[config.mk]
export PLATFORM = sky130hd
export DESIGN_NAME = pulse_beat_rate_detector
export DESIGN_NICKNAME = d
export VERILOG_FILES = /design/src/rtl/pbrd_pkg.sv /design/src/rtl/pbrd_div.sv /design/src/rtl/pbrd_dp.sv /design/src/rtl/pbrd_ctrl.sv /design/src/rtl/pulse_beat_rate_detector.sv
export VERILOG_INCLUDE_DIRS = /design/src /design/src/rtl
export SDC_FILE = /design/constraint.sdc
export NUM_CORES = 1
export LEC_CHECK = 0
export BUFFER_PORTS_ARGS = -buffer_cell sky130_fd_sc_hd__buf_2
export CORE_MARGIN = 10
export CORE_UTILIZATION = 60
export CTS_CLUSTER_DIAMETER = 80
export DETAILED_ROUTE_END_ITERATION = 8
export HOLD_SLACK_MARGIN = 0.15
export PLACE_DENSITY_LB_ADDON = 0.25
export SLEW_MARGIN = 20
export SYNTH_ARGS = -nofsm -noshare
export SYNTH_HDL_FRONTEND = slang
export SYNTH_SLANG_ARGS = --single-unit
[constraint.sdc]
create_clock -name clock -period 14.53 [get_ports clock]
set_clock_uncertainty 0.15 [all_clocks]
set_input_delay 2.906 -clock clock [delete_from_list [all_inputs] [get_ports clock]]
set_output_delay 2.906 -clock clock [all_outputs]
set_load 0.05 [all_outputs]
[src/rtl/pulse_beat_rate_detector_macros.svh]
// Assertion macros shared by the pulse beat rate detector RTL.
// Used by pbrd_ctrl and pulse_beat_rate_detector; expects clock and reset in scope.
`ifndef PULSE_BEAT_RATE_DETECTOR_MACROS_SVH
`define PULSE_BEAT_RATE_DETECTOR_MACROS_SVH

`ifndef NO_ASSERTIONS
// Consequent must hold in the same cycle as the antecedent.
`define PBRD_ASSERT_IMPL(lbl, ante, cons, msg) \
   lbl: assert property (@(posedge clock) disable iff (reset) (ante) |-> (cons)) \
      else $error(msg);
// Consequent must hold in the cycle after the antecedent.
`define PBRD_ASSERT_NEXT(lbl, ante, cons, msg) \
   lbl: assert property (@(posedge clock) disable iff (reset) (ante) |=> (cons)) \
      else $error(msg);
`else
`define PBRD_ASSERT_IMPL(lbl, ante, cons, msg)
`define PBRD_ASSERT_NEXT(lbl, ante, cons, msg)
`endif

`endif

[src/rtl/pbrd_pkg.sv]
// Package for the pulse beat rate detector: sizes, reset values, register
// indexes, controller states and the controller/datapath interface structs.
`default_nettype none

package pbrd_pkg;

   localparam int RING_DEPTH  = 5;
   localparam int SAMPLE_BITS = 12;

   localparam int IDX_W   = (RING_DEPTH > 1) ? $clog2(RING_DEPTH) : 1;
   localparam int CNT_W   = $clog2(RING_DEPTH + 1);
   localparam int IVL_W   = 16;
   localparam int STAMP_W = 32;
   localparam int SUM_W   = IVL_W + CNT_W;
   localparam int DIV_W   = SUM_W;
   localparam int RATE_W  = 8;
   localparam int SPAN_W  = 12;
   localparam int CMP_W   = ((SAMPLE_BITS > SPAN_W) ? SAMPLE_BITS : SPAN_W) + 1;
   localparam int SPAN7_W = SAMPLE_BITS + 3;

   // x / 10 == (x * 838861) >> 23 for every x below 2^22.
   localparam int RECIP_W     = 20;
   localparam int RECIP_SHIFT = 23;
   localparam logic [RECIP_W-1:0] RECIP10 = 20'd838861;
   localparam int PROD_W = SPAN7_W + RECIP_W;

   localparam logic [DIV_W-1:0] RATE_NUM = DIV_W'(60000);

   localparam int CSR_W     = 16;
   localparam int CSR_IDX_W = 3;

   localparam logic [SAMPLE_BITS-1:0] SAMPLE_MAX = '1;
   localparam logic [SAMPLE_BITS-1:0] LEVEL_RST  = {1'b1, {(SAMPLE_BITS-1){1'b0}}};

   localparam logic [CSR_W-1:0]  WINDOW_RST  = 16'd500;
   localparam logic [CSR_W-1:0]  MIN_IVL_RST = 16'd300;
   localparam logic [CSR_W-1:0]  MAX_IVL_RST = 16'd2000;
   localparam logic [CSR_W-1:0]  TIMEOUT_RST = 16'd4000;
   localparam logic [SPAN_W-1:0] MIN_SPAN_RST = 12'd50;
   localparam logic [SPAN_W-1:0] HYST_RST     = 12'd50;
   localparam logic [RATE_W-1:0] FLOOR_RST    = 8'd30;
   localparam logic [RATE_W-1:0] CEIL_RST     = 8'd200;

   typedef enum logic [CSR_IDX_W-1:0] {
      CSR_WINDOW_MS       = 3'd0,
      CSR_MIN_INTERVAL_MS = 3'd1,
      CSR_MAX_INTERVAL_MS = 3'd2,
      CSR_TIMEOUT_MS      = 3'd3,
      CSR_MIN_SPAN        = 3'd4,
      CSR_HYSTERESIS      = 3'd5,
      CSR_RATE_FLOOR      = 3'd6,
      CSR_RATE_CEILING    = 3'd7
   } pbrd_csr_type;

   typedef enum logic [3:0] {
      S_IDLE,
      S_WIN,
      S_SPAN,
      S_LEVEL,
      S_BEAT,
      S_SUM,
      S_DIV1_GO,
      S_DIV1_WAIT,
      S_DIV2_GO,
      S_DIV2_WAIT,
      S_CLAMP,
      S_TIMEOUT,
      S_DONE
   } pbrd_state_type;

   typedef struct packed {
      logic ld_item;
      logic do_win;
      logic do_span;
      logic do_level;
      logic do_beat;
      logic sum_step;
      logic div_start;
      logic div_second;
      logic do_clamp;
      logic do_timeout;
      logic ld_out;
   } pbrd_cmd_type;

   typedef struct packed {
      logic accept_ivl;
      logic sum_last;
      logic div_done;
      logic div_busy;
      logic avg_zero;
      logic out_busy;
   } pbrd_sts_type;

endpackage

`default_nettype wire

[src/rtl/pbrd_div.sv]
// Restoring divider, one quotient bit per cycle, shared for both divisions.
// Depends on pbrd_pkg for the operand width.
`default_nettype none

module pbrd_div (
   input  wire logic                     clock,
   input  wire logic                     reset,
   input  wire logic                     start,
   input  wire logic [pbrd_pkg::DIV_W-1:0] dividend,
   input  wire logic [pbrd_pkg::DIV_W-1:0] divisor,
   output logic                          busy,
   output logic                          done,
   output logic [pbrd_pkg::DIV_W-1:0]    quotient
);
   import pbrd_pkg::*;

   localparam int CW = $clog2(DIV_W + 1);

   logic             busy_ff, busy_in;
   logic             done_ff, done_in;
   logic [CW-1:0]    cnt_ff, cnt_in;
   logic [DIV_W-1:0] rem_ff, rem_in;
   logic [DIV_W-1:0] quo_ff, quo_in;
   logic [DIV_W-1:0] dvs_ff, dvs_in;

   always_comb begin
      logic [DIV_W:0] shifted;
      logic [DIV_W:0] diff;
      busy_in = busy_ff;
      done_in = 1'b0;
      cnt_in  = cnt_ff;
      rem_in  = rem_ff;
      quo_in  = quo_ff;
      dvs_in  = dvs_ff;
      shifted = {rem_ff, quo_ff[DIV_W-1]};
      diff    = shifted - {1'b0, dvs_ff};
      if (start) begin
         busy_in = 1'b1;
         cnt_in  = CW'(DIV_W);
         rem_in  = '0;
         quo_in  = dividend;
         dvs_in  = divisor;
      end else if (busy_ff) begin
         if (shifted >= {1'b0, dvs_ff}) begin
            rem_in = diff[DIV_W-1:0];
            quo_in = {quo_ff[DIV_W-2:0], 1'b1};
         end else begin
            rem_in = shifted[DIV_W-1:0];
            quo_in = {quo_ff[DIV_W-2:0], 1'b0};
         end
         cnt_in = cnt_ff - CW'(1);
         if (cnt_ff == CW'(1)) begin
            busy_in = 1'b0;
            done_in = 1'b1;
         end
      end
   end

   always_ff @(posedge clock) begin
      if (reset) begin
         busy_ff <= 1'b0;
         done_ff <= 1'b0;
         cnt_ff  <= '0;
      end else begin
         busy_ff <= busy_in;
         done_ff <= done_in;
         cnt_ff  <= cnt_in;
      end
   end

   always_ff @(posedge clock) begin
      rem_ff <= rem_in;
      quo_ff <= quo_in;
      dvs_ff <= dvs_in;
   end

   assign busy     = busy_ff;
   assign done     = done_ff;
   assign quotient = quo_ff;

endmodule

`default_nettype wire

[src/rtl/pbrd_dp.sv]
// Datapath of the pulse beat rate detector: settings, window tracking,
// threshold, interval ring, rate arithmetic and the result register.
// Depends on pbrd_pkg and pbrd_div.
`default_nettype none

module pbrd_dp (
   input  wire logic                             clock,
   input  wire logic                             reset,
   input  wire logic                             csr_we,
   input  wire logic [pbrd_pkg::CSR_IDX_W-1:0]   csr_index,
   input  wire logic [pbrd_pkg::CSR_W-1:0]       csr_wdata,
   input  wire logic [pbrd_pkg::SAMPLE_BITS-1:0] req_sample,
   input  wire logic [pbrd_pkg::STAMP_W-1:0]     req_now_ms,
   input  wire pbrd_pkg::pbrd_cmd_type           cmd,
   output pbrd_pkg::pbrd_sts_type                sts,
   input  wire logic                             rsp_stall,
   output logic                                  rsp_valid,
   output logic [pbrd_pkg::RATE_W-1:0]           rsp_rate_bpm,
   output logic                                  rsp_beat_seen,
   output logic                                  rsp_in_beat,
   output logic [pbrd_pkg::SAMPLE_BITS-1:0]      rsp_level
);
   import pbrd_pkg::*;

   // Settings.
   logic [CSR_W-1:0]  window_ff, window_in;
   logic [CSR_W-1:0]  min_ivl_ff, min_ivl_in;
   logic [CSR_W-1:0]  max_ivl_ff, max_ivl_in;
   logic [CSR_W-1:0]  timeout_ff, timeout_in;
   logic [SPAN_W-1:0] min_span_ff, min_span_in;
   logic [SPAN_W-1:0] hyst_ff, hyst_in;
   logic [RATE_W-1:0] floor_ff, floor_in;
   logic [RATE_W-1:0] ceil_ff, ceil_in;

   // Detector state.
   logic [SAMPLE_BITS-1:0] win_low_ff, win_low_in;
   logic [SAMPLE_BITS-1:0] win_high_ff, win_high_in;
   logic [SAMPLE_BITS-1:0] level_ff, level_in;
   logic [STAMP_W-1:0]     win_start_ff, win_start_in;
   logic [STAMP_W-1:0]     last_ff, last_in;
   logic [IDX_W-1:0]       pos_ff, pos_in;
   logic [CNT_W-1:0]       fill_ff, fill_in;
   logic                   armed_ff, armed_in;
   logic [RATE_W-1:0]      rate_ff, rate_in;
   logic                   beat_ff, beat_in;
   logic                   span_hit_ff, span_hit_in;
   logic                   rsp_valid_ff, rsp_valid_in;

   // Working registers and the ring.
   logic [IVL_W-1:0]       ring_ff [RING_DEPTH];
   logic [SAMPLE_BITS-1:0] sample_ff;
   logic [STAMP_W-1:0]     now_ff;
   logic [SPAN7_W-1:0]     span7_ff, span7_in;
   logic [SUM_W-1:0]       sum_ff, sum_in;
   logic [IDX_W-1:0]       idx_ff, idx_in;
   logic [RATE_W-1:0]      rsp_rate_ff;
   logic                   rsp_beat_ff;
   logic                   rsp_armed_ff;
   logic [SAMPLE_BITS-1:0] rsp_level_ff;

   logic [STAMP_W-1:0] iv;
   logic               beat_now;
   logic               iv_ok;
   logic [DIV_W-1:0]   div_dividend;
   logic [DIV_W-1:0]   div_divisor;
   logic               div_busy;
   logic               div_done;
   logic [DIV_W-1:0]   quotient;

   assign iv       = now_ff - last_ff;
   assign beat_now = !armed_ff && (sample_ff > level_ff);
   assign iv_ok    = (last_ff != '0) && (iv >= STAMP_W'(min_ivl_ff))
                     && (iv <= STAMP_W'(max_ivl_ff));

   // The first division is sum / fill, the second 60000 / mean.
   assign div_dividend = cmd.div_second ? RATE_NUM : sum_ff;
   assign div_divisor  = cmd.div_second ? quotient : DIV_W'(fill_ff);

   pbrd_div u_div (
      .clock    (clock),
      .reset    (reset),
      .start    (cmd.div_start),
      .dividend (div_dividend),
      .divisor  (div_divisor),
      .busy     (div_busy),
      .done     (div_done),
      .quotient (quotient)
   );

   always_comb begin
      sts.accept_ivl = beat_now && iv_ok;
      sts.sum_last   = (CNT_W'(idx_ff) + CNT_W'(1)) == fill_ff;
      sts.div_done   = div_done;
      sts.div_busy   = div_busy;
      sts.avg_zero   = quotient == '0;
      sts.out_busy   = rsp_valid_ff && rsp_stall;
   end

   // Settings writes.
   always_comb begin
      window_in   = window_ff;
      min_ivl_in  = min_ivl_ff;
      max_ivl_in  = max_ivl_ff;
      timeout_in  = timeout_ff;
      min_span_in = min_span_ff;
      hyst_in     = hyst_ff;
      floor_in    = floor_ff;
      ceil_in     = ceil_ff;
      if (csr_we) begin
         case (pbrd_csr_type'(csr_index))
            CSR_WINDOW_MS:       window_in   = csr_wdata;
            CSR_MIN_INTERVAL_MS: min_ivl_in  = csr_wdata;
            CSR_MAX_INTERVAL_MS: max_ivl_in  = csr_wdata;
            CSR_TIMEOUT_MS:      timeout_in  = csr_wdata;
            CSR_MIN_SPAN:        min_span_in = csr_wdata[SPAN_W-1:0];
            CSR_HYSTERESIS:      hyst_in     = csr_wdata[SPAN_W-1:0];
            CSR_RATE_FLOOR:      floor_in    = csr_wdata[RATE_W-1:0];
            CSR_RATE_CEILING:    ceil_in     = csr_wdata[RATE_W-1:0];
            default: ;
         endcase
      end
   end

   // Per-step datapath operations.
   always_comb begin
      logic [STAMP_W-1:0]     elapsed;
      logic                   restart;
      logic [SAMPLE_BITS-1:0] lo_base;
      logic [SAMPLE_BITS-1:0] hi_base;
      logic [SAMPLE_BITS-1:0] span;
      logic [PROD_W-1:0]      prod;
      logic                   armed_set;
      logic                   rearm;
      logic [DIV_W-1:0]       r_floor;
      logic [DIV_W-1:0]       r_ceil;

      win_low_in   = win_low_ff;
      win_high_in  = win_high_ff;
      level_in     = level_ff;
      win_start_in = win_start_ff;
      last_in      = last_ff;
      pos_in       = pos_ff;
      fill_in      = fill_ff;
      armed_in     = armed_ff;
      rate_in      = rate_ff;
      beat_in      = beat_ff;
      span_hit_in  = span_hit_ff;
      span7_in     = span7_ff;
      sum_in       = sum_ff;
      idx_in       = idx_ff;

      elapsed   = now_ff - win_start_ff;
      restart   = elapsed > STAMP_W'(window_ff);
      lo_base   = restart ? SAMPLE_MAX : win_low_ff;
      hi_base   = restart ? '0 : win_high_ff;
      span      = win_high_ff - win_low_ff;
      prod      = PROD_W'(span7_ff) * PROD_W'(RECIP10);
      armed_set = armed_ff || beat_now;
      rearm     = (CMP_W'(sample_ff) + CMP_W'(hyst_ff)) < CMP_W'(level_ff);
      r_floor   = (quotient < DIV_W'(floor_ff)) ? DIV_W'(floor_ff) : quotient;
      r_ceil    = (r_floor > DIV_W'(ceil_ff)) ? DIV_W'(ceil_ff) : r_floor;

      if (cmd.do_win) begin
         win_low_in  = (sample_ff < lo_base) ? sample_ff : lo_base;
         win_high_in = (sample_ff > hi_base) ? sample_ff : hi_base;
         if (restart) begin
            win_start_in = now_ff;
         end
      end

      if (cmd.do_span) begin
         span_hit_in = CMP_W'(win_high_ff) > (CMP_W'(win_low_ff) + CMP_W'(min_span_ff));
         span7_in    = (SPAN7_W'(span) << 3) - SPAN7_W'(span);
      end

      if (cmd.do_level && span_hit_ff) begin
         level_in = win_low_ff + prod[RECIP_SHIFT +: SAMPLE_BITS];
      end

      if (cmd.do_beat) begin
         beat_in  = beat_now;
         armed_in = armed_set && !rearm;
         sum_in   = '0;
         idx_in   = '0;
         if (beat_now) begin
            last_in = now_ff;
            if (iv_ok) begin
               pos_in = (pos_ff == IDX_W'(RING_DEPTH - 1)) ? '0 : pos_ff + IDX_W'(1);
               if (fill_ff != CNT_W'(RING_DEPTH)) begin
                  fill_in = fill_ff + CNT_W'(1);
               end
            end
         end
      end

      if (cmd.sum_step) begin
         sum_in = sum_ff + SUM_W'(ring_ff[idx_ff]);
         idx_in = idx_ff + IDX_W'(1);
      end

      if (cmd.do_clamp) begin
         rate_in = r_ceil[RATE_W-1:0];
      end

      if (cmd.do_timeout && (last_ff != '0) && (iv > STAMP_W'(timeout_ff))) begin
         rate_in = '0;
         fill_in = '0;
         pos_in  = '0;
      end
   end

   always_comb begin
      rsp_valid_in = rsp_valid_ff;
      if (cmd.ld_out) begin
         rsp_valid_in = 1'b1;
      end else if (rsp_valid_ff && !rsp_stall) begin
         rsp_valid_in = 1'b0;
      end
   end

   always_ff @(posedge clock) begin
      if (reset) begin
         window_ff    <= WINDOW_RST;
         min_ivl_ff   <= MIN_IVL_RST;
         max_ivl_ff   <= MAX_IVL_RST;
         timeout_ff   <= TIMEOUT_RST;
         min_span_ff  <= MIN_SPAN_RST;
         hyst_ff      <= HYST_RST;
         floor_ff     <= FLOOR_RST;
         ceil_ff      <= CEIL_RST;
         win_low_ff   <= SAMPLE_MAX;
         win_high_ff  <= '0;
         level_ff     <= LEVEL_RST;
         win_start_ff <= '0;
         last_ff      <= '0;
         pos_ff       <= '0;
         fill_ff      <= '0;
         armed_ff     <= 1'b0;
         rate_ff      <= '0;
         beat_ff      <= 1'b0;
         span_hit_ff  <= 1'b0;
         rsp_valid_ff <= 1'b0;
      end else begin
         window_ff    <= window_in;
         min_ivl_ff   <= min_ivl_in;
         max_ivl_ff   <= max_ivl_in;
         timeout_ff   <= timeout_in;
         min_span_ff  <= min_span_in;
         hyst_ff      <= hyst_in;
         floor_ff     <= floor_in;
         ceil_ff      <= ceil_in;
         win_low_ff   <= win_low_in;
         win_high_ff  <= win_high_in;
         level_ff     <= level_in;
         win_start_ff <= win_start_in;
         last_ff      <= last_in;
         pos_ff       <= pos_in;
         fill_ff      <= fill_in;
         armed_ff     <= armed_in;
         rate_ff      <= rate_in;
         beat_ff      <= beat_in;
         span_hit_ff  <= span_hit_in;
         rsp_valid_ff <= rsp_valid_in;
      end
   end

   // Payload registers; entries of the ring are only read after being written.
   always_ff @(posedge clock) begin
      if (cmd.ld_item) begin
         sample_ff <= req_sample;
         now_ff    <= req_now_ms;
      end
      if (cmd.do_beat && beat_now && iv_ok) begin
         ring_ff[pos_ff] <= iv[IVL_W-1:0];
      end
      span7_ff <= span7_in;
      sum_ff   <= sum_in;
      idx_ff   <= idx_in;
      if (cmd.ld_out) begin
         rsp_rate_ff  <= rate_ff;
         rsp_beat_ff  <= beat_ff;
         rsp_armed_ff <= armed_ff;
         rsp_level_ff <= level_ff;
      end
   end

   assign rsp_valid     = rsp_valid_ff;
   assign rsp_rate_bpm  = rsp_rate_ff;
   assign rsp_beat_seen = rsp_beat_ff;
   assign rsp_in_beat   = rsp_armed_ff;
   assign rsp_level     = rsp_level_ff;

endmodule

`default_nettype wire

[src/rtl/pbrd_ctrl.sv]
// Sequencer of the pulse beat rate detector: steps one sample through the
// datapath. Depends on pbrd_pkg and the assertion macro header.
`default_nettype none
`include "pulse_beat_rate_detector_macros.svh"

module pbrd_ctrl (
   input  wire logic                   clock,
   input  wire logic                   reset,
   input  wire logic                   req_valid,
   output logic                        req_stall,
   input  wire pbrd_pkg::pbrd_sts_type sts,
   output pbrd_pkg::pbrd_cmd_type      cmd
);
   import pbrd_pkg::*;

   pbrd_state_type state_ff, state_in;

   always_ff @(posedge clock) begin
      if (reset) begin
         state_ff <= S_IDLE;
      end else begin
         state_ff <= state_in;
      end
   end

   always_comb begin
      state_in  = state_ff;
      cmd       = '0;
      req_stall = 1'b1;
      case (state_ff)
         S_IDLE: begin
            req_stall = 1'b0;
            if (req_valid) begin
               cmd.ld_item = 1'b1;
               state_in    = S_WIN;
            end
         end
         S_WIN: begin
            cmd.do_win = 1'b1;
            state_in   = S_SPAN;
         end
         S_SPAN: begin
            cmd.do_span = 1'b1;
            state_in    = S_LEVEL;
         end
         S_LEVEL: begin
            cmd.do_level = 1'b1;
            state_in     = S_BEAT;
         end
         S_BEAT: begin
            cmd.do_beat = 1'b1;
            state_in    = sts.accept_ivl ? S_SUM : S_TIMEOUT;
         end
         S_SUM: begin
            cmd.sum_step = 1'b1;
            if (sts.sum_last) begin
               state_in = S_DIV1_GO;
            end
         end
         S_DIV1_GO: begin
            cmd.div_start = 1'b1;
            state_in      = S_DIV1_WAIT;
         end
         S_DIV1_WAIT: begin
            if (sts.div_done) begin
               state_in = S_DIV2_GO;
            end
         end
         S_DIV2_GO: begin
            // A zero mean leaves a zero quotient, which the clamp bounds by floor and ceiling.
            if (sts.avg_zero) begin
               state_in = S_CLAMP;
            end else begin
               cmd.div_start  = 1'b1;
               cmd.div_second = 1'b1;
               state_in       = S_DIV2_WAIT;
            end
         end
         S_DIV2_WAIT: begin
            if (sts.div_done) begin
               state_in = S_CLAMP;
            end
         end
         S_CLAMP: begin
            cmd.do_clamp = 1'b1;
            state_in     = S_TIMEOUT;
         end
         S_TIMEOUT: begin
            cmd.do_timeout = 1'b1;
            state_in       = S_DONE;
         end
         S_DONE: begin
            if (!sts.out_busy) begin
               cmd.ld_out = 1'b1;
               state_in   = S_IDLE;
            end
         end
         default: begin
            state_in = S_IDLE;
         end
      endcase
   end

   `PBRD_ASSERT_IMPL(a_div_done_in_wait, sts.div_done, (state_ff == S_DIV1_WAIT) || (state_ff == S_DIV2_WAIT), "divider finished outside a wait state")
   `PBRD_ASSERT_IMPL(a_div_start_free, cmd.div_start, !sts.div_busy, "divider restarted while busy")
   `PBRD_ASSERT_NEXT(a_sum_bounded, cmd.do_beat && sts.accept_ivl, state_ff == S_SUM, "accepted interval did not start the ring sum")

endmodule

`default_nettype wire

[src/rtl/pulse_beat_rate_detector.sv]
// Top level of the pulse beat rate detector: sequencer plus datapath.
// Depends on pbrd_pkg, pbrd_ctrl, pbrd_dp and the assertion macro header.
`default_nettype none
`include "pulse_beat_rate_detector_macros.svh"

// Adaptive-threshold heart rate detector. Each req beat carries one pulse
// sample and its millisecond time stamp; each one yields exactly one rsp beat
// with the current rate in beats per minute, a flag for a beat that started on
// this sample, the in-beat flag and the current adaptive threshold. The window
// minimum and maximum restart once more than window_ms has elapsed since the
// window began; when their spread exceeds min_span the threshold moves to
// minimum plus seven tenths of the spread. A rising crossing while not in a
// beat is a beat; its interval, if within the configured limits, enters a
// five-entry ring and the rate becomes 60000 divided by the ring mean, clamped
// to rate_floor and then rate_ceiling. Detection re-arms when the sample drops
// more than hysteresis below the threshold, and timeout_ms of silence after the
// last beat zeroes the rate and empties the ring. Samples are processed one at
// a time: a sample with no new interval skips the ring sum and the divisions;
// one that adds an interval sums the N ring entries (N the ring fill, 1 to 5)
// and uses one shared restoring divider that resolves one quotient bit per
// cycle for the mean and then for the rate. The result sits in an output
// register, so the next sample is accepted while a result waits on rsp_stall.
// Settings, written through csr_we, csr_index and csr_wdata, apply from the next
// sample; the user must write them only while the block is idle (not enforced).
module pulse_beat_rate_detector (
   input  wire logic                             clock,
   input  wire logic                             reset,
   input  wire logic                             csr_we,
   input  wire logic [pbrd_pkg::CSR_IDX_W-1:0]   csr_index,
   input  wire logic [pbrd_pkg::CSR_W-1:0]       csr_wdata,
   input  wire logic                             req_valid,
   output logic                                  req_stall,
   input  wire logic [pbrd_pkg::SAMPLE_BITS-1:0] req_sample,
   input  wire logic [pbrd_pkg::STAMP_W-1:0]     req_now_ms,
   output logic                                  rsp_valid,
   input  wire logic                             rsp_stall,
   output logic [pbrd_pkg::RATE_W-1:0]           rsp_rate_bpm,
   output logic                                  rsp_beat_seen,
   output logic                                  rsp_in_beat,
   output logic [pbrd_pkg::SAMPLE_BITS-1:0]      rsp_level
);
   import pbrd_pkg::*;

   // Commands from the sequencer and status back from the datapath.
   pbrd_cmd_type cmd;
   pbrd_sts_type sts;

   pbrd_ctrl u_ctrl (
      .clock     (clock),
      .reset     (reset),
      .req_valid (req_valid),
      .req_stall (req_stall),
      .sts       (sts),
      .cmd       (cmd)
   );

   pbrd_dp u_dp (
      .clock         (clock),
      .reset         (reset),
      .csr_we        (csr_we),
      .csr_index     (csr_index),
      .csr_wdata     (csr_wdata),
      .req_sample    (req_sample),
      .req_now_ms    (req_now_ms),
      .cmd           (cmd),
      .sts           (sts),
      .rsp_stall     (rsp_stall),
      .rsp_valid     (rsp_valid),
      .rsp_rate_bpm  (rsp_rate_bpm),
      .rsp_beat_seen (rsp_beat_seen),
      .rsp_in_beat   (rsp_in_beat),
      .rsp_level     (rsp_level)
   );

   // A sample that starts a beat can never re-arm on the same sample.
   `PBRD_ASSERT_IMPL(a_beat_is_armed, rsp_valid && rsp_beat_seen, rsp_in_beat, "beat reported without in-beat flag")
   // The block works on one sample at a time.
   `PBRD_ASSERT_NEXT(a_busy_after_accept, req_valid && !req_stall, req_stall, "second sample accepted while busy")

endmodule

`default_nettype wire

==> key figures, run 1 <==
Run status
  – Status: complete, no violations

Synthesis
  – Count leader, synth: ha_1
  – Synth cell types: 95
  – Syn Area/Cell: 9.479 um2
  – Syn nets: 4012
  – Area contributors post-synth: edfxtp_1 20%, ha_1 16%, dfxtp_1 16%
  – Gate Count Post-Synth: 3451
  – Register area share after synthesis: 0.3589
  – Post-synth ARST share: 0
  – Mapped cell area: 32710 um2
  – Ys flop type: dfxtp_1
  – Synth top cells by count: 416 x ha_1, 394 x nand2_1, 371 x inv_1
  – Share of the synthesized area in the top cell type: 0.2029
  – Synth area leader: edfxtp_1
  – EDFF count, synth: 221
  – Warnings from Yosys: 0
  – #FFs+latches synth: 476

Clock network
  – Clock tree buffer depth: 3
  – Skew-Pair Late Insertion Delay: 0.61 ns
  – Hold_buf cts: 0
  – Clock sinks: 476
  – TritonCTS clock tree: built
  – Clock transition at the registers of the reported paths: 0.06 ns
  – CTS buffer count: 54
  – Htree depth: 2
  – Root Buffer: clkbuf_16
  – Post-cts resize count: 0
  – Setup Fix Bufs, Post-CTS: 0

Setup path
  – Stages on the worst setup path: 29
  – R2r setup slk: 6.26 ns
  – CP Capture Type: flip-flop
  – Startpoint Class: flip-flop
  – WP buf/inv: 2
  – Worst endpoint data arrival time: 8.66 ns
  – Critical Path Source: u_dp.now_ff[0]
  – CP delay by family, top: compound AO/OA/AOI/OAI gates
  – Critical Path RT: 14.92 ns
  – Maximum fanout along the worst path: 15
  – Reg2reg start: u_dp.now_ff[0]
  – Critical path type: flip-flop to flip-flop
  – Crit path capture: u_dp.win_high_ff[2]
  – Reg2reg end: u_dp.win_high_ff[2]
  – CP max-delay cell: and4b_1
  – Reg2reg path depth: 29
  – Delay of the slowest critical-path stage: 0.78 ns

Floorplan
  – Core Area: 53920 um2
  – Die H: 253.5 um
  – Ports: 92
  – Row count: 85
  – Starting density of the core: 0.6067
  – Chip Width: 253.5 um
  – Die Area: 64260 um2

STA
  – Post-route clock period utilization: 0.5689
  – Slew headroom: 0.1922
  – Crit path time final: 8.267 ns
  – Setup TNS: 0 ns
  – Fin. Hold Viols: 0
  – Fmax: 121.0 MHz
  – Final Setup Violations: 0
  – Slew Limit Fails: 0
  – Worst-Margin Slew: 1.203 ns
  – RSZ-0062 raised after global routing: false

Cells and area
  – Syn-to-layout area delta: 8.767%
  – Layout net count: 4067
  – Layout cell share with drive strength beyond 1: 0.08195
  – Fillers: 4271
  – Fin util: 0.6598

Min path
  – Worst Hold Class: flip-flop to flip-flop

GRT
  – Initial antenna violation count: 8
  – Largest net degree at the start of global routing: 87
  – Vias in the first global route: 25490
  – Total congestion overflow: 0
  – Gr usage total: 0.2524
  – First-pass GRT wire length: 131500 um

Placed design
  – GP Congestion: 0.9333
  – Port Buffers: 91
  – Detail Placement HPWL: 62870 um

Route
  – Total Wirelength: 82110 um
  – Via count: 25600
  – Post-route ant nets: 0
  – Initial DRC Count: 1932
  – Pre-Repair DR Iteration Count: 8
  – Drt wl/cell: 19.31 um
  – DRC: 0
  – Routed vias/inst: 6.021

Run
  – Max_cap viols: 0
-- worst min path at each step --
stage | endpoint | start | depth (start not counted)
floorplan | u_dp.rsp_rate_bpm[0] | u_dp.rate_ff[0] | 0
global placement | u_dp.rsp_beat_seen | u_dp.beat_ff | 0
detailed placement | u_dp.rsp_rate_bpm[4] | u_dp.rate_ff[4] | 0
CTS | u_dp.rsp_rate_bpm[4] | u_dp.rate_ff[4] | 0
global route | u_dp.rsp_rate_bpm[4] | u_dp.rate_ff[4] | 0
finish | u_dp.rsp_rate_bpm[4] | u_dp.rate_ff[4] | 0
-- flip-flops by register name, summed over array words and instances (netlist names), 12 cells and up, named ones only --
register / count
u_dp.u_div.dvs_ff: 19
u_dp.win_low_ff: 12
u_dp.win_start_ff: 32
u_dp.sample_ff: 12
u_dp.min_span_ff: 12
u_dp.window_ff: 16
u_dp.hyst_ff: 12
u_dp.timeout_ff: 16
u_dp.now_ff: 32
u_dp.sum_ff: 19
u_dp.last_ff: 32
u_dp.min_ivl_ff: 16
u_dp.max_ivl_ff: 16
u_dp.span7_ff: 15
u_dp.u_div.rem_ff: 19
u_dp.rsp_level: 12
u_dp.level_ff: 12
u_dp.u_div.quotient: 19
u_dp.win_high_ff: 12
u_dp.ring_ff: 80
-- cells in the final DEF, fill, tap and decap left out, drive strengths merged, types with 30 or more instances in the layout --
cell | netlist | final
xnor2 | 94 | 94
fa | 77 | 77
o21ai | 125 | 125
mux2i | 100 | 100
clkbuf | 89 | 73
nand3 | 48 | 48
ha | 416 | 416
inv | 371 | 371
mux2 | 31 | 31
xor2 | 46 | 46
nor4 | 30 | 30
buf | 30 | 118
nor2 | 195 | 195
o21a | 43 | 43
dfxtp | 255 | 255
edfxtp | 221 | 221
nor2b | 33 | 33
o211ai | 47 | 47
a21oi | 276 | 276
nand2 | 395 | 395
a21o | 90 | 90
nor3 | 59 | 59
nand4 | 44 | 44
nand2b | 30 | 30
-- per-stage QoR --
stage	worst slack [ns]	area [um2]	hold slack, ns	std cells
floorplan	7.244	32710	0.2576	3451
finish	6.263	35580	0.2828	4252
detailed placement	6.520	33770	0.2725	4146
global route	5.738	35580	0.2919	4252
CTS	6.449	35560	0.2819	4247
global placement	6.836	33770	0.2694	4146
-- routing by layer --
metal / GRT usage / vias up / routed length (um)
li1: - / 12340 / -
met1: 0.3216 / 12290 / 35780
met2: 0.4264 / 762 / 38900
met3: 0.03657 / 209 / 4558
met4: 0.09738 / 6 / 2817
met5: 0 / - / 55
-- cells by family (layout without fill, tap and decap cells) --
family / Yosys count / in the layout / synth area share
AND/OR/NAND/NOR: 944 / 944 / 0.1359
AO/OA/AOI/OAI: 761 / 761 / 0.1504
adder cells (fa/ha/maj): 493 / 493 / 0.2062
buffers and inverters: 490 / 590 / 0.05868
flip-flops: 476 / 476 / 0.3589
multiplexers: 147 / 147 / 0.05229
XOR/XNOR: 140 / 140 / 0.03748
other: 0 / 5 / 0
-- final cells by class --
type	instances	area (um2)	share of cell area
Sequential cell	476	11740	0.3300
Clock inverter	28	292.8	0.008229
Antenna cell	5	12.51	0.0003517
Clock buffer	73	1503	0.04224
Timing Repair Buffer	118	660.6	0.01857
Multi-Input combinational cell	2485	19100	0.5370
Inverter	371	1394	0.03918
Tap cell	696	870.8	0.02448
-- worst register-to-register path, delay by kind of cell, from the launching register on --
kind	cells	cell delay [ns]
flip-flops	1	0.37
XOR/XNOR	1	0.18
AND/OR/NAND/NOR	9	2.09
adder cells (fa/ha/maj)	4	1.22
buffers and inverters	2	0.20
AO/OA/AOI/OAI	13	4.00
Power of run 1 is not shown: default switching activity piles up to over one toggle a cycle in this logic, so the estimate is an artifact.
==> run 2, diff against run 1 <==
==> constraint.sdc (replaced) <==
create_clock -name clock -period 7.7 [get_ports clock]
set_clock_uncertainty 0.15 [all_clocks]
set_input_delay 1.54 -clock clock [delete_from_list [all_inputs] [get_ports clock]]
set_output_delay 1.54 -clock clock [all_outputs]
set_load 0.05 [all_outputs]
==> run 2 against run 1 <==
Net effect: register-to-register slack got worse by 5.9 ns; maximum frequency increased by 12%; final cell count increased by 0.59%; critical path depth increased by 1; count of clock-buffer cells in the layout decreased by 9; final area increased by 0.87%; global-route usage increased by 0.28 points; sequential share of layout area decreased by 0.28 points; critical endpoint is now u_dp.level_ff[11].
==> key figures, run 2 (synthesis gave the netlist of run 1 again) <==
Floorplan
  – Core Area: 53920 um2 (unchanged)
  – Starting density of the core: 0.6067 (unchanged)
  – Die H: 253.5 um (unchanged)
  – Chip Width: 253.5 um (unchanged)
  – Die Area: 64260 um2 (unchanged)
  – Row count: 85 (unchanged)
  – Ports: 92 (unchanged)

Setup path
  – Worst endpoint data arrival time: 7.68 ns (-0.98 ns)
  – CP Capture Type: flip-flop
  – Critical path type: flip-flop to flip-flop
  – Maximum fanout along the worst path: 5 (-10)
  – Most used cell, CP: fa_1
  – Critical Path RT: 8.01 ns (-6.91 ns)
  – Delay of the slowest critical-path stage: 0.53 ns (-0.25 ns)
  – CP max-delay cell: fa_1
  – Startpoint Class: flip-flop

STA
  – Worst-Margin Slew: 1.130 ns (-0.07331 ns)
  – Crit path time final: 7.371 ns (-0.8952 ns)
  – Setup TNS: 0 ns (unchanged)
  – Post-route clock period utilization: 0.9573 (+0.3884)
  – Final Setup Violations: 0 (unchanged)
  – Fin. Hold Viols: 0 (unchanged)
  – Slew Limit Fails: 0 (unchanged)
  – Slew headroom: 0.2468 (+0.05464)
  – Fmax: 135.7 MHz (+12%)

Cells and area
  – Finished Layout Cells: 4277 (+0.59%)
  – Layout net count: 4093 (+0.64%)
  – FF/Latch Area: 11740 um2 (unchanged)
  – Fillers: 4232 (-0.91%)
  – Syn-to-layout area delta: 9.712%
  – Biggest register: u_dp.ring_ff
  – Layout cell share with drive strength beyond 1: 0.09818 (+0.01623)
  – Footprint of the multi-input gates: 19260 um2 (+0.81%)
  – Most common cell after layout, fill and taps aside: ha_1
  – Most frequent cells in the layout: 409 x ha_1, 394 x nand2_1, 363 x inv_1
  – Flip-flop count of the largest register after layout: 80 (unchanged)

Run status
  – Status: complete, no violations

Route
  – Initial DRC Count: 1839 (-4.8%)
  – DRC: 0 (unchanged)
  – Drt wl/cell: 19.41 um (+0.49%)
  – Via count: 25640 (+0.16%)
  – Total Wirelength: 83000 um (+1.1%)
  – Pre-Repair DR Iteration Count: 5 (-3)
  – Post-route ant nets: 0 (unchanged)
  – Routed vias/inst: 5.996 (-0.42%)

GRT
  – Gr usage total: 0.2552 (+0.002829)
  – Total congestion overflow: 0 (unchanged)
  – Largest net degree at the start of global routing: 101 (+16%)
  – Vias in the first global route: 25530 (+0.13%)
  – Initial antenna violation count: 9 (+1)
  – First-pass GRT wire length: 132800 um (+0.96%)

Clock network
  – Root Buffer: clkbuf_16
  – Skew-Pair Late Insertion Delay: 0.62 ns (about the same)
  – Htree depth: 2 (unchanged)
  – Clock sinks: 476 (unchanged)
  – TritonCTS clock tree: built
  – Clock transition at the registers of the reported paths: 0.06 ns (about the same)
  – Hold_buf cts: 0 (unchanged)
  – Clock tree buffer depth: 3 (unchanged)
  – CTS buffer count: 52 (-3.7%)

Run
  – Max_cap viols: 0 (unchanged)

Placed design
  – GP Congestion: 0.9563 (+2.5%)
  – Detail Placement HPWL: 63460 um (+0.93%)
  – Port Buffers: 91 (unchanged)
  – Dpl cells: 4161 (+0.36%)

Min path
  – Worst Hold Class: flip-flop to flip-flop
==> run 2: metal layers <==
layer | global-route usage | share of wire | up-vias
met5 | 0 | 0.00031 | -
met4 | 0.1050 | 0.039 | 4
met3 | 0.03279 | 0.058 | 201
met2 | 0.4254 | 0.47 | 761
met1 | 0.3303 | 0.43 | 12330
li1 | - | - | 12350
==> run 2: area by class of cell <==
class,instances,share of cell area
diodes,6,0.0004184
inverters,371,0.03884
flip-flops and latches,476,0.3272
well taps,696,0.02427
clock buffers,64,0.03950
repair buffers,146,0.02461
multi-input cells,2485,0.5366
clock inverters,33,0.008576
==> run 2: worst paths after layout <==
check | startpoint | to | slack, ns | cells after the start
max reg2reg | u_dp.span7_ff[12] | u_dp.level_ff[11] | 0.33 | 30
min reg2reg | u_dp.rate_ff[1] | u_dp.rsp_rate_bpm[1] | 0.28 | 0
min | u_dp.rate_ff[1] | u_dp.rsp_rate_bpm[1] | 0.28 | 0
max | u_dp.span7_ff[12] | u_dp.level_ff[11] | 0.33 | 30
==> run 2: metrics by stage <==
stage	hold WS [ns]	utilization	setup WS [ns]	instance area (um2)
floorplan	0.2576	-	0.4140	32710
global placement	0.2710	0.6282	0.02637	33870
detailed placement	0.2751	0.6286	-0.1774	33900
CTS	0.2869	0.6612	0.02319	35650
global route	0.2993	0.6655	-0.02895	35880
finish	0.2820	0.6656	0.3287	35890
==> run 2: timing repair <==
item                                    in CTS  in global routing
cloned                                       0                  0
endpoints found under the setup margin       3                 28
pin swaps                                    1                 36
buffers inserted                             1                 12
gates resized for setup                      6                 29
==> run 2: worst max-delay path: cells and delay by family, from the launching register on <==
family / cells / cell delay [ns]
buffers and inverters: 5 / 0.43
flip-flops: 1 / 0.44
adder cells (fa/ha/maj): 8 / 3.11
AO/OA/AOI/OAI: 11 / 2.16
XOR/XNOR: 3 / 0.41
AND/OR/NAND/NOR: 3 / 0.53
Power of run 2 is left out for the same reason.
